[src/rtl/assert_macros.svh]
// Assertion macros for the meter RTL, included by vum_ballistics.
// Clocked, reset-gated implication checks; no other dependencies.
`ifndef ASSERT_MACROS_SVH
`define ASSERT_MACROS_SVH

// Same-cycle implication.
`define ASSERT_NOW(lbl, clk, rst_n, ante, cons, msg) \
    lbl: assert property (@(posedge clk) disable iff (!rst_n) (ante) |-> (cons)) \
        else $error(msg);

// Next-cycle implication.
`define ASSERT_NEXT(lbl, clk, rst_n, ante, cons, msg) \
    lbl: assert property (@(posedge clk) disable iff (!rst_n) (ante) |=> (cons)) \
        else $error(msg);

`endif

[src/rtl/vum_pkg.sv]
// Shared types and constants for the VU meter with peak hold.
// No dependencies.
`default_nettype none

package vum_pkg;

    localparam int SEGMENTS_DEF   = 25;
    localparam int LEVEL_BITS_DEF = 16;

    localparam int LVL_W     = 16;
    localparam int COEF_W    = 16;
    localparam int HOLD_W    = 8;
    localparam int SEG_OUT_W = 5;
    localparam int CFG_IDX_W = 3;
    localparam int CFG_DAT_W = 16;

    localparam logic [CFG_IDX_W-1:0] CFG_ATTACK    = 3'd0;
    localparam logic [CFG_IDX_W-1:0] CFG_RELEASE   = 3'd1;
    localparam logic [CFG_IDX_W-1:0] CFG_HOLD      = 3'd2;
    localparam logic [CFG_IDX_W-1:0] CFG_DECAY     = 3'd3;
    localparam logic [CFG_IDX_W-1:0] CFG_CLIP      = 3'd4;
    localparam logic [CFG_IDX_W-1:0] CFG_CLIP_LAMP = 3'd5;

    localparam logic [COEF_W-1:0] RST_ATTACK    = 16'd19661;
    localparam logic [COEF_W-1:0] RST_RELEASE   = 16'd3277;
    localparam logic [HOLD_W-1:0] RST_HOLD      = 8'd60;
    localparam logic [COEF_W-1:0] RST_DECAY     = 16'd64225;
    localparam logic [LVL_W-1:0]  RST_CLIP      = 16'd62259;
    localparam logic [LVL_W-1:0]  RST_CLIP_LAMP = 16'd64225;

    typedef struct packed {
        logic [COEF_W-1:0] attack;
        logic [COEF_W-1:0] release_c;
        logic [HOLD_W-1:0] hold;
        logic [COEF_W-1:0] decay;
        logic [LVL_W-1:0]  clip;
        logic [LVL_W-1:0]  clip_lamp;
    } t_cfg;

endpackage

`default_nettype wire

[src/rtl/vum_ballistics.sv]
// Attack/release smoothing and peak hold/decay state for the VU meter.
// Depends on vum_pkg and assert_macros.svh.
`default_nettype none
`include "assert_macros.svh"

module vum_ballistics #(
    parameter int LEVEL_BITS = vum_pkg::LEVEL_BITS_DEF
) (
    input  wire                         i_clk,
    input  wire                         i_rst_n,
    input  wire                         i_step,
    input  wire [vum_pkg::LVL_W-1:0]    i_level,
    input  vum_pkg::t_cfg               i_cfg,
    output logic [vum_pkg::LVL_W-1:0]   o_smooth,
    output logic [vum_pkg::LVL_W-1:0]   o_peak
);

    localparam int LW = vum_pkg::LVL_W;
    localparam int CW = vum_pkg::COEF_W;
    localparam int HW = vum_pkg::HOLD_W;
    localparam logic [LW-1:0] LEVEL_MAX =
        (LEVEL_BITS >= LW) ? {LW{1'b1}} : LW'((64'd1 << LEVEL_BITS) - 64'd1);

    logic [LW-1:0] r_smooth, n_smooth;
    logic [LW-1:0] r_peak, n_peak;
    logic [HW-1:0] r_cnt, n_cnt;

    logic [LW-1:0]            lvl;
    logic [CW-1:0]            coef;
    logic signed [LW:0]       diff;
    logic signed [CW:0]       coef_s;
    logic signed [LW+CW+1:0]  blend_acc;
    logic [LW+CW-1:0]         decay_prod;
    logic                     rise;

    always_comb begin
        lvl        = (i_level > LEVEL_MAX) ? LEVEL_MAX : i_level;
        coef       = (lvl > r_smooth) ? i_cfg.attack : i_cfg.release_c;
        diff       = $signed({1'b0, lvl}) - $signed({1'b0, r_smooth});
        coef_s     = $signed({1'b0, coef});
        // old*2^16 + (in-old)*c + half lsb
        blend_acc  = diff * coef_s
                   + $signed({2'b00, r_smooth, 1'b1, {(CW-1){1'b0}}});
        n_smooth   = blend_acc[CW +: LW];
        decay_prod = r_peak * i_cfg.decay;
        rise       = n_smooth > r_peak;
        n_peak     = r_peak;
        n_cnt      = r_cnt;
        if (rise) begin
            n_peak = n_smooth;
            n_cnt  = i_cfg.hold;
        end else if (r_cnt != '0) begin
            n_cnt  = r_cnt - HW'(1);
        end else begin
            n_peak = decay_prod[CW +: LW];
        end
    end

    always_ff @(posedge i_clk) begin
        if (!i_rst_n) begin
            r_smooth <= '0;
            r_peak   <= '0;
            r_cnt    <= '0;
        end else if (i_step) begin
            r_smooth <= n_smooth;
            r_peak   <= n_peak;
            r_cnt    <= n_cnt;
        end
    end

    assign o_smooth = r_smooth;
    assign o_peak   = r_peak;

    `ASSERT_NEXT(a_idle_holds, i_clk, i_rst_n, !i_step,
        $stable(r_smooth) && $stable(r_peak) && $stable(r_cnt), "state moved without a step")
    `ASSERT_NEXT(a_hold_count, i_clk, i_rst_n, i_step && !rise && r_cnt != '0,
        r_cnt == $past(r_cnt) - HW'(1) && $stable(r_peak), "hold count did not step down")
    `ASSERT_NEXT(a_attack_range, i_clk, i_rst_n, i_step && lvl >= r_smooth,
        r_smooth >= $past(r_smooth) && r_smooth <= $past(lvl), "smoothed level overshoot")

endmodule

`default_nettype wire

[src/rtl/vu_meter_peak_hold.sv]
// VU meter ballistics with peak hold: top level, config registers, readout stage.
// Depends on vum_pkg and vum_ballistics.
//
//  channel  | handshake                     | payload
//  ---------+-------------------------------+---------------------------------------
//  input    | i_in_valid / o_in_stall       | i_level_in
//  result   | o_out_valid / i_out_stall     | o_meter_level .. o_peak_marker
//  config   | i_cfg_valid / o_cfg_ready     | i_cfg_index, i_cfg_data
//
// One request per cycle sustained while the result side does not stall; the result is
// registered through the input register, the state update and the readout register. The
// state update is one multiply-accumulate plus the peak compare, set by the smoothing recurrence.
// Synchronous active-low reset clears state and loads register defaults.
// A stalled result holds; requests keep flowing until every stage is full.
`default_nettype none

module vu_meter_peak_hold #(
    parameter int SEGMENTS   = vum_pkg::SEGMENTS_DEF,
    parameter int LEVEL_BITS = vum_pkg::LEVEL_BITS_DEF
) (
    input  wire                              i_clk,
    input  wire                              i_rst_n,
    input  wire                              i_in_valid,
    output logic                             o_in_stall,
    input  wire [vum_pkg::LVL_W-1:0]         i_level_in,
    output logic                             o_out_valid,
    input  wire                              i_out_stall,
    output logic [vum_pkg::LVL_W-1:0]        o_meter_level,
    output logic [vum_pkg::LVL_W-1:0]        o_peak_level,
    output logic                             o_clipping,
    output logic                             o_clip_lamp,
    output logic [vum_pkg::SEG_OUT_W-1:0]    o_lit_segments,
    output logic [vum_pkg::SEG_OUT_W-1:0]    o_peak_segment,
    output logic                             o_peak_marker,
    input  wire                              i_cfg_valid,
    output logic                             o_cfg_ready,
    input  wire [vum_pkg::CFG_IDX_W-1:0]     i_cfg_index,
    input  wire [vum_pkg::CFG_DAT_W-1:0]     i_cfg_data
);

    localparam int LW     = vum_pkg::LVL_W;
    localparam int SW     = vum_pkg::SEG_OUT_W;
    localparam int PROD_W = LW + $clog2(SEGMENTS + 1);

    vum_pkg::t_cfg r_cfg;

    logic          r_a_valid, r_b_valid, r_out_valid;
    logic [LW-1:0] r_level_a;
    logic          in_accept, a_fire, b_fire;

    logic [LW-1:0] smooth, peak;

    logic [LW-1:0] r_meter, r_peak;
    logic          r_clip, r_lamp, r_marker;
    logic [SW-1:0] r_lit, r_pseg;

    logic [PROD_W-1:0] meter_prod, peak_prod, meter_seg, peak_seg, seg_plus;
    logic [SW-1:0]     n_lit, n_pseg;
    logic              n_clip, n_lamp, n_marker;

    always_comb begin
        b_fire     = r_b_valid && (!r_out_valid || !i_out_stall);
        a_fire     = r_a_valid && (!r_b_valid || b_fire);
        o_in_stall = r_a_valid && !a_fire;
        in_accept  = i_in_valid && !o_in_stall;
    end

    vum_ballistics #(
        .LEVEL_BITS (LEVEL_BITS)
    ) u_ballistics (
        .i_clk    (i_clk),
        .i_rst_n  (i_rst_n),
        .i_step   (a_fire),
        .i_level  (r_level_a),
        .i_cfg    (r_cfg),
        .o_smooth (smooth),
        .o_peak   (peak)
    );

    always_comb begin
        meter_prod = {{(PROD_W-LW){1'b0}}, smooth} * PROD_W'(SEGMENTS);
        peak_prod  = {{(PROD_W-LW){1'b0}}, peak} * PROD_W'(SEGMENTS);
        meter_seg  = meter_prod >> LEVEL_BITS;
        peak_seg   = peak_prod >> LEVEL_BITS;
        seg_plus   = meter_seg + PROD_W'(1);
        n_lit      = seg_plus[SW-1:0];
        n_pseg     = peak_seg[SW-1:0];
        n_clip     = peak >= r_cfg.clip;
        n_lamp     = peak >= r_cfg.clip_lamp;
        n_marker   = (peak != '0) && (peak_seg < PROD_W'(SEGMENTS));
    end

    always_ff @(posedge i_clk) begin
        if (!i_rst_n) begin
            r_a_valid         <= 1'b0;
            r_b_valid         <= 1'b0;
            r_out_valid       <= 1'b0;
            r_cfg.attack      <= vum_pkg::RST_ATTACK;
            r_cfg.release_c   <= vum_pkg::RST_RELEASE;
            r_cfg.hold        <= vum_pkg::RST_HOLD;
            r_cfg.decay       <= vum_pkg::RST_DECAY;
            r_cfg.clip        <= vum_pkg::RST_CLIP;
            r_cfg.clip_lamp   <= vum_pkg::RST_CLIP_LAMP;
        end else begin
            if (in_accept) begin
                r_a_valid <= 1'b1;
            end else if (a_fire) begin
                r_a_valid <= 1'b0;
            end
            if (a_fire) begin
                r_b_valid <= 1'b1;
            end else if (b_fire) begin
                r_b_valid <= 1'b0;
            end
            if (b_fire) begin
                r_out_valid <= 1'b1;
            end else if (!i_out_stall) begin
                r_out_valid <= 1'b0;
            end
            if (i_cfg_valid) begin
                unique case (i_cfg_index)
                    vum_pkg::CFG_ATTACK:    r_cfg.attack    <= i_cfg_data;
                    vum_pkg::CFG_RELEASE:   r_cfg.release_c <= i_cfg_data;
                    vum_pkg::CFG_HOLD:      r_cfg.hold      <= i_cfg_data[vum_pkg::HOLD_W-1:0];
                    vum_pkg::CFG_DECAY:     r_cfg.decay     <= i_cfg_data;
                    vum_pkg::CFG_CLIP:      r_cfg.clip      <= i_cfg_data;
                    vum_pkg::CFG_CLIP_LAMP: r_cfg.clip_lamp <= i_cfg_data;
                    default: ;
                endcase
            end
        end
    end

    always_ff @(posedge i_clk) begin
        if (in_accept) begin
            r_level_a <= i_level_in;
        end
        if (b_fire) begin
            r_meter  <= smooth;
            r_peak   <= peak;
            r_clip   <= n_clip;
            r_lamp   <= n_lamp;
            r_lit    <= n_lit;
            r_pseg   <= n_pseg;
            r_marker <= n_marker;
        end
    end

    assign o_cfg_ready    = 1'b1;
    assign o_out_valid    = r_out_valid;
    assign o_meter_level  = r_meter;
    assign o_peak_level   = r_peak;
    assign o_clipping     = r_clip;
    assign o_clip_lamp    = r_lamp;
    assign o_lit_segments = r_lit;
    assign o_peak_segment = r_pseg;
    assign o_peak_marker  = r_marker;

endmodule

`default_nettype wire

[config.mk]
export PLATFORM = sky130hd
export DESIGN_NAME = vu_meter_peak_hold
export DESIGN_NICKNAME = d
export VERILOG_FILES = /design/src/rtl/vum_pkg.sv /design/src/rtl/vum_ballistics.sv /design/src/rtl/vu_meter_peak_hold.sv
export VERILOG_INCLUDE_DIRS = /design/src /design/src/rtl
export SDC_FILE = /design/constraint.sdc
export NUM_CORES = 2
export LEC_CHECK = 0
export ABC_AREA = 1
export BUFFER_PORTS_ARGS = -buffer_cell sky130_fd_sc_hd__buf_2
export CAP_MARGIN = 20
export CORE_MARGIN = 10
export CORE_UTILIZATION = 51
export CTS_BUF_LIST = sky130_fd_sc_hd__clkbuf_2
export CTS_CLUSTER_DIAMETER = 50
export DETAILED_ROUTE_END_ITERATION = 10
export GPL_TIMING_DRIVEN = 0
export PLACE_DENSITY = 0.67
export SKIP_CTS_REPAIR_TIMING = 1
export SYNTH_ARGS = -nofsm -noshare
export SYNTH_HDL_FRONTEND = slang
export SYNTH_SLANG_ARGS = --single-unit
[constraint.sdc]
create_clock -name i_clk -period 12.6 [get_ports i_clk]
set_input_delay 0.63 -clock i_clk [delete_from_list [all_inputs] [get_ports i_clk]]
set_output_delay 0.63 -clock i_clk [all_outputs]
set_load 0.005 [all_outputs]
# == Word-level counts from Yosys, hierarchy flattened ==
# Index checks and enable logic that the tools add are counted.
# op_classes
n_addsub,4
mul,4
n_lt_le_gt_ge,6
n_eq_ne,7
muxes,12
n_reduce_logical,26
# ops
cell,count
16-bit two-way mux,4
"16-bit by 5-bit multiplier with 21-bit output, second input constant",2
32-bit adder,1
16-bit >= comparator,2
16-bit > comparator,2
16-bit by 16-bit multiplier with 32-bit output,1
17-bit by 17-bit multiplier with 32-bit output,1
16-bit by 16-bit subtractor with 17-bit output,1
"16-bit > comparator, second input constant",1
8-bit two-way mux,2
2-bit AND reduction,8
16-bit nonzero test,1
8-bit nonzero test,1
"8-bit by 1-bit subtractor with 8-bit output, second input constant",1
"3-bit by 2-bit == test with 1-bit output, second input constant",2
"3-bit == test, second input constant",2
1-bit two-way mux,6
2-bit nonzero test,3
"5-bit by 1-bit adder with 5-bit output, second input constant",1
1-bit logical AND,5
1-bit zero test,5
"5-bit < comparator, second input constant",1
"2-bit by 1-bit inequality test with 1-bit output, second input constant",2
"3-bit by 1-bit == test with 1-bit output, second input constant",1
other kinds (2),3
# totals
ff_bits,192
input_bits,40
out_inout_bits,48
elab_cells,79

# == Depth between registers and ports, before layout ==
# depth
word_depth,10
depth_mapped,56
depth_no_buf,53

# == Cells and area by module ==
# From an unflattened synthesis, not the netlist that was laid out.
# hier_totals
cells_unflattened,4127
hier_area_um2,32215.9
# by_module_without_submodules
mod,n_inst,cells_each,area_per_inst_um2,seq_area_each_um2
vum_ballistics,1,3068,23181.0,800.8
vu_meter_peak_hold,1,1059,9034.9,3653.5

# == Least setup slack after synthesis ==
# No wires, ideal clock.
# synth_timing
path_kind,reg-to-reg
start,register u_ballistics.r_smooth[7] (netlist: u_ballistics.o_smooth[7])
end,register u_ballistics.r_peak[10] (netlist: u_ballistics.o_peak[10])
setup_ps,119
t_arrival_ps,9256
required_time_ps,12481
path_slack_ps,3225
path_stages_with_launch,43
path_buffers,3
period_less_slack_ps,9375
path_cell_list,dfxtp_1 > inv_1 > ha_1 > nand2_1 > inv_1 > a21oi_1 > nand3_2 > nand2_1 > nand2_2 > nand2_4 > inv_4 > clkbuf_1 > or2_2 > o21ai_1 > buf_2 > nor2_1 > fa_1 > fa_1 > [... 7 more ...] > a21oi_1 > o21a_1 > nor2_1 > a2111oi_0 > nand3b_4 > and2_4 > ha_1 > nand2_1 > nor2_1 > a211oi_1 > o211ai_1 > nand2_1 > inv_1 > o21ai_1 > clkinv_1 > clkbuf_1 > o21ai_0 > a21oi_1
# synth_between
elab_chain_len,7
word_cells_on_any_way,9
classes_between,2 x add/sub; 1 x mul; 2 x order compare; 1 x eq/ne; 2 x mux; 1 x reduce/logical
# synth_lines
item,line_no,rtl
from (decl),vum_ballistics.sv:24,"logic [LW-1:0] r_smooth, n_smooth;"
from (signal assigned),vum_ballistics.sv:65,r_smooth <= n_smooth;
16-bit > comparator,vum_ballistics.sv:38,coef = (lvl > r_smooth) ? i_cfg.attack : i_cfg.release_c;
16-bit two-way mux,vum_ballistics.sv:38,
17-bit by 17-bit multiplier with 32-bit output,vum_ballistics.sv:42,blend_acc = diff * coef_s
32-bit adder (*),vum_ballistics.sv:43,"+ $signed({2'b00, r_smooth, 1'b1, {(CW-1){1'b0}}});"
net u_ballistics.blend_acc[31],vum_ballistics.sv:32,logic signed [LW+CW+1:0] blend_acc;
16-bit > comparator (*),vum_ballistics.sv:46,rise = n_smooth > r_peak;
2-bit by 1-bit inequality test with 1-bit output (no line),n/a,
2-bit AND reduction (no line),n/a,
to (signal assigned),vum_ballistics.sv:66,r_peak <= n_peak;
to (decl),vum_ballistics.sv:25,"logic [LW-1:0] r_peak, n_peak;"
# The timed path passes the listed nets; every way through them passes the cells marked *.
# A chain may end at the register's enable or synchronous reset.

# == Worst setup path after layout ==
# layout_timing
start,register u_ballistics.r_smooth[15] (netlist: u_ballistics.o_smooth[15])
end,register u_ballistics.r_peak[7] (netlist: u_ballistics.o_peak[7])
# The elaborated chain is that of the path after synthesis.

==> impl_metrics.csv <==
group,metric,value,unit
global_routing,grt_pass1_vias,25000,
yosys,syn_avg_cell_area,8.11,µm²
setup_path,crit_top_cell,"fa_1",
timing,tns,0,ps
place,port-buffer-count,85,
place,place_inst,4700,
global_routing,grtUsageMet2,43.3,%
yosys,seq_area_frac_synth,14.4,%
final_layout,nets,4883,
global_routing,antenna_found_initial,4,
setup_path,r2r_start,"u_ballistics.o_smooth[15]",
floorplan,io_pins,88,
timing,timing.fmax,84.6,MHz
floorplan,fp-row-count,90,
yosys,ys_ff_latch,192,
setup_path,crit_path_start_kind,"flop",
clock_network,cts_tree,"done",
final_layout,instances_no_fill,4766,
yosys,netlist_instances,3825,
yosys,synth_area,0.0310,mm²
yosys,yosys-top-cells-count,"inv_1, nand2_1, fa_1",
floorplan,die_w,267,µm
timing,hold_viol,0,
timing,hold_slack,38.7,ps
route,dr.pass1.iters,5,
clock_network,clkSinkCount,192,
yosys,synth_largest_area_cell,"fa_1",
global_routing,grt_use_met1,33.1,%
setup_path,cpPeakStageDelay,750,ps
global_routing,grt_first_pass_wirelength,140000,µm
timing,grt_setup_unrepaired,"false",
yosys,ys_async_sr_fraction,0,%
yosys,yosysMostFrequentCell,"inv_1",
clock_network,cts_buffers,17,
global_routing,grt_start_max_net_pins,32,
setup_path,cp.required,13550,ps
final_layout,final_layout_size_suffix_gt1_share,4.54,%
global_routing,grt_overflow_total,0,
yosys,synth_nets,4738,
timing,tightest_slew,1190,ps
setup_path,critical_path.max_fanout,10,
yosys,ys_types,57,
worst_hold_path,hp-start,"i_cfg_data[8]",
final_layout,area_delta_synth_final,6.79,%
route,drtIter0Drc,1862,
route,drt-total-wl,89200,µm
flow_run,maxCapViolations,0,
global_routing,met3_usage,3.24,%
route,wl_per_cell,18.7,µm
floorplan,die_area,0.0711,mm²
timing,slew_violations,0,
route,viasPerCell,5.23,
yosys,synth_flop_cell,"dfxtp_1",
clock_network,htree_levels,4,
clock_network,clockBufferDepth,2,
floorplan,core_area,0.0602,mm²
status,status,"completed",
yosys,synth.top_cell.area_share,32.5,%
setup_path,arrival,12770,ps
route,ant_nets,0,
final_layout,utilization,55.0,%
clock_network,clockRootBuffer,"clkbuf_2",
yosys,ys_warn_count,0,
place,place_congestion,0.978,
clock_network,clock_latency,960,ps
setup_path,path_buf_inv,10,
timing,relSlewSlack,20.0,%
setup_path,slowest_stage,"fa_1",
yosys,synth_edf_count,61,
clock_network,path_clk_slew,340,ps
place,dp_hpwl,75500,µm
yosys,synth_area_leaders,"fa_1, ha_1, inv_1, dfxtp_1, nand2_1",
timing,finalClockSkew,73.5,ps
timing,period_minus_slack,11830,ps
global_routing,grt_busiest_layer,"met2",
timing,final.period_utilization,93.9,%
timing,setup_viol,0,
setup_path,path_class,"reg2reg",
setup_path,crit_path_end_kind,"flop",
global_routing,track_usage,25.6,%
setup_path,path_delay_family,"adder cells",
floorplan,fp.dieH,267,µm
setup_path,worstSetupStartpoint,"u_ballistics.o_smooth[15]",
final_layout,final.fill_count,5655,
route,drc,0,
worst_hold_path,hold_path_class,"in2reg",
route,via_count,24900,
floorplan,start_util,51.5,%
==> cell families after synthesis <==
kind of cell / Yosys count / synth area share (%)
AOI/OAI and AO/OA: 413 / 7.54
and+or+nand+nor: 1165 / 15.2
adders and majority gates: 873 / 47.4
buffers and inverters: 1116 / 13.6
xor gates and xnor gates: 65 / 1.88
DFF: 192 / 14.4
other: 1 / 0.0121
==> metrics by stage <==
stage	cell area (µm²)	worst slack (ps)
after floorplan	31000	3220
after global placement	32400	556
after detailed placement	32500	868
after CTS	32800	818
after global routing	33100	256
final	33100	774
==> tightest hold or removal path: stages <==
cell and delay (ps):
buf_2 180, nor2_1 130, nor2_1 50
==> state kept, by name (all words and copies together), names as in the netlist, 5 cells and up <==
signal                 flops
o_lit_segments             5
o_meter_level             16
o_peak_level              16
o_peak_segment             5
r_cfg                     88
r_level_a                 16
u_ballistics.o_peak       16
u_ballistics.o_smooth     16
u_ballistics.r_cnt         8
==> layout by cell type, fill, tap and decap left out, types with 4 or more instances in the layout <==
master	Yosys	routed
a21boi_0	5	5
a21o_1	11	11
clkbuf_1	113	113
inv_1	979	979
nand2_1	684	684
nand4_1	10	10
o21a_1	11	11
fa_1	504	504
nor2_1	314	312
buf_2	10	97
o211ai_1	31	31
nand3_1	89	89
clkinv_1	6	7
buf_4	1	4
a31oi_1	9	9
edfxtp_1	61	61
buf_1	4	4
inv_8	0	4
o21ai_0	127	126
dlygate4sd3_1	0	33
xor2_1	39	39
a21oi_1	173	172
o21bai_1	5	5
dfxtp_1	131	131
ha_1	369	369
a211oi_1	9	9
o21ai_1	15	16
nand2_2	8	8
xnor2_1	24	24
nor3_1	15	15
or2_2	17	17
clkbuf_2	0	18
nor4_1	11	11
==> layer usage <==
layer / up-vias / wire length [µm]
li1: 11800 / -
met1: 12200 / 37800
met2: 776 / 42800
met3: 175 / 5130
met4: 4 / 3480
met5: - / 27
==> worst paths after layout <==
kind | end | cells past startpoint | slack (ps)
worst max-delay path | u_ballistics.o_peak[7] | 40 | 770
worst min-delay path | r_cfg[40] | 3 | 40
worst max register to register | u_ballistics.o_peak[7] | 40 | 770
worst min register to register | r_cfg[27] | 2 | 480
==> area by class of cell <==
type	count	area, µm²	share of cell area [%]
antenna	1	2.50	0.00756
buffer	128	497	1.50
clock buffer	18	90.1	0.272
clock inverter	14	169	0.510
inverter	988	3710	11.2
multi-input combinational	2517	22400	67.5
sequential	192	4450	13.5
tap	782	978	2.95
timing repair buffer	126	851	2.57
Power is left out: the tool's default activity adds up to more than one toggle a clock period on the data nets, which glitch-free logic cannot reach.
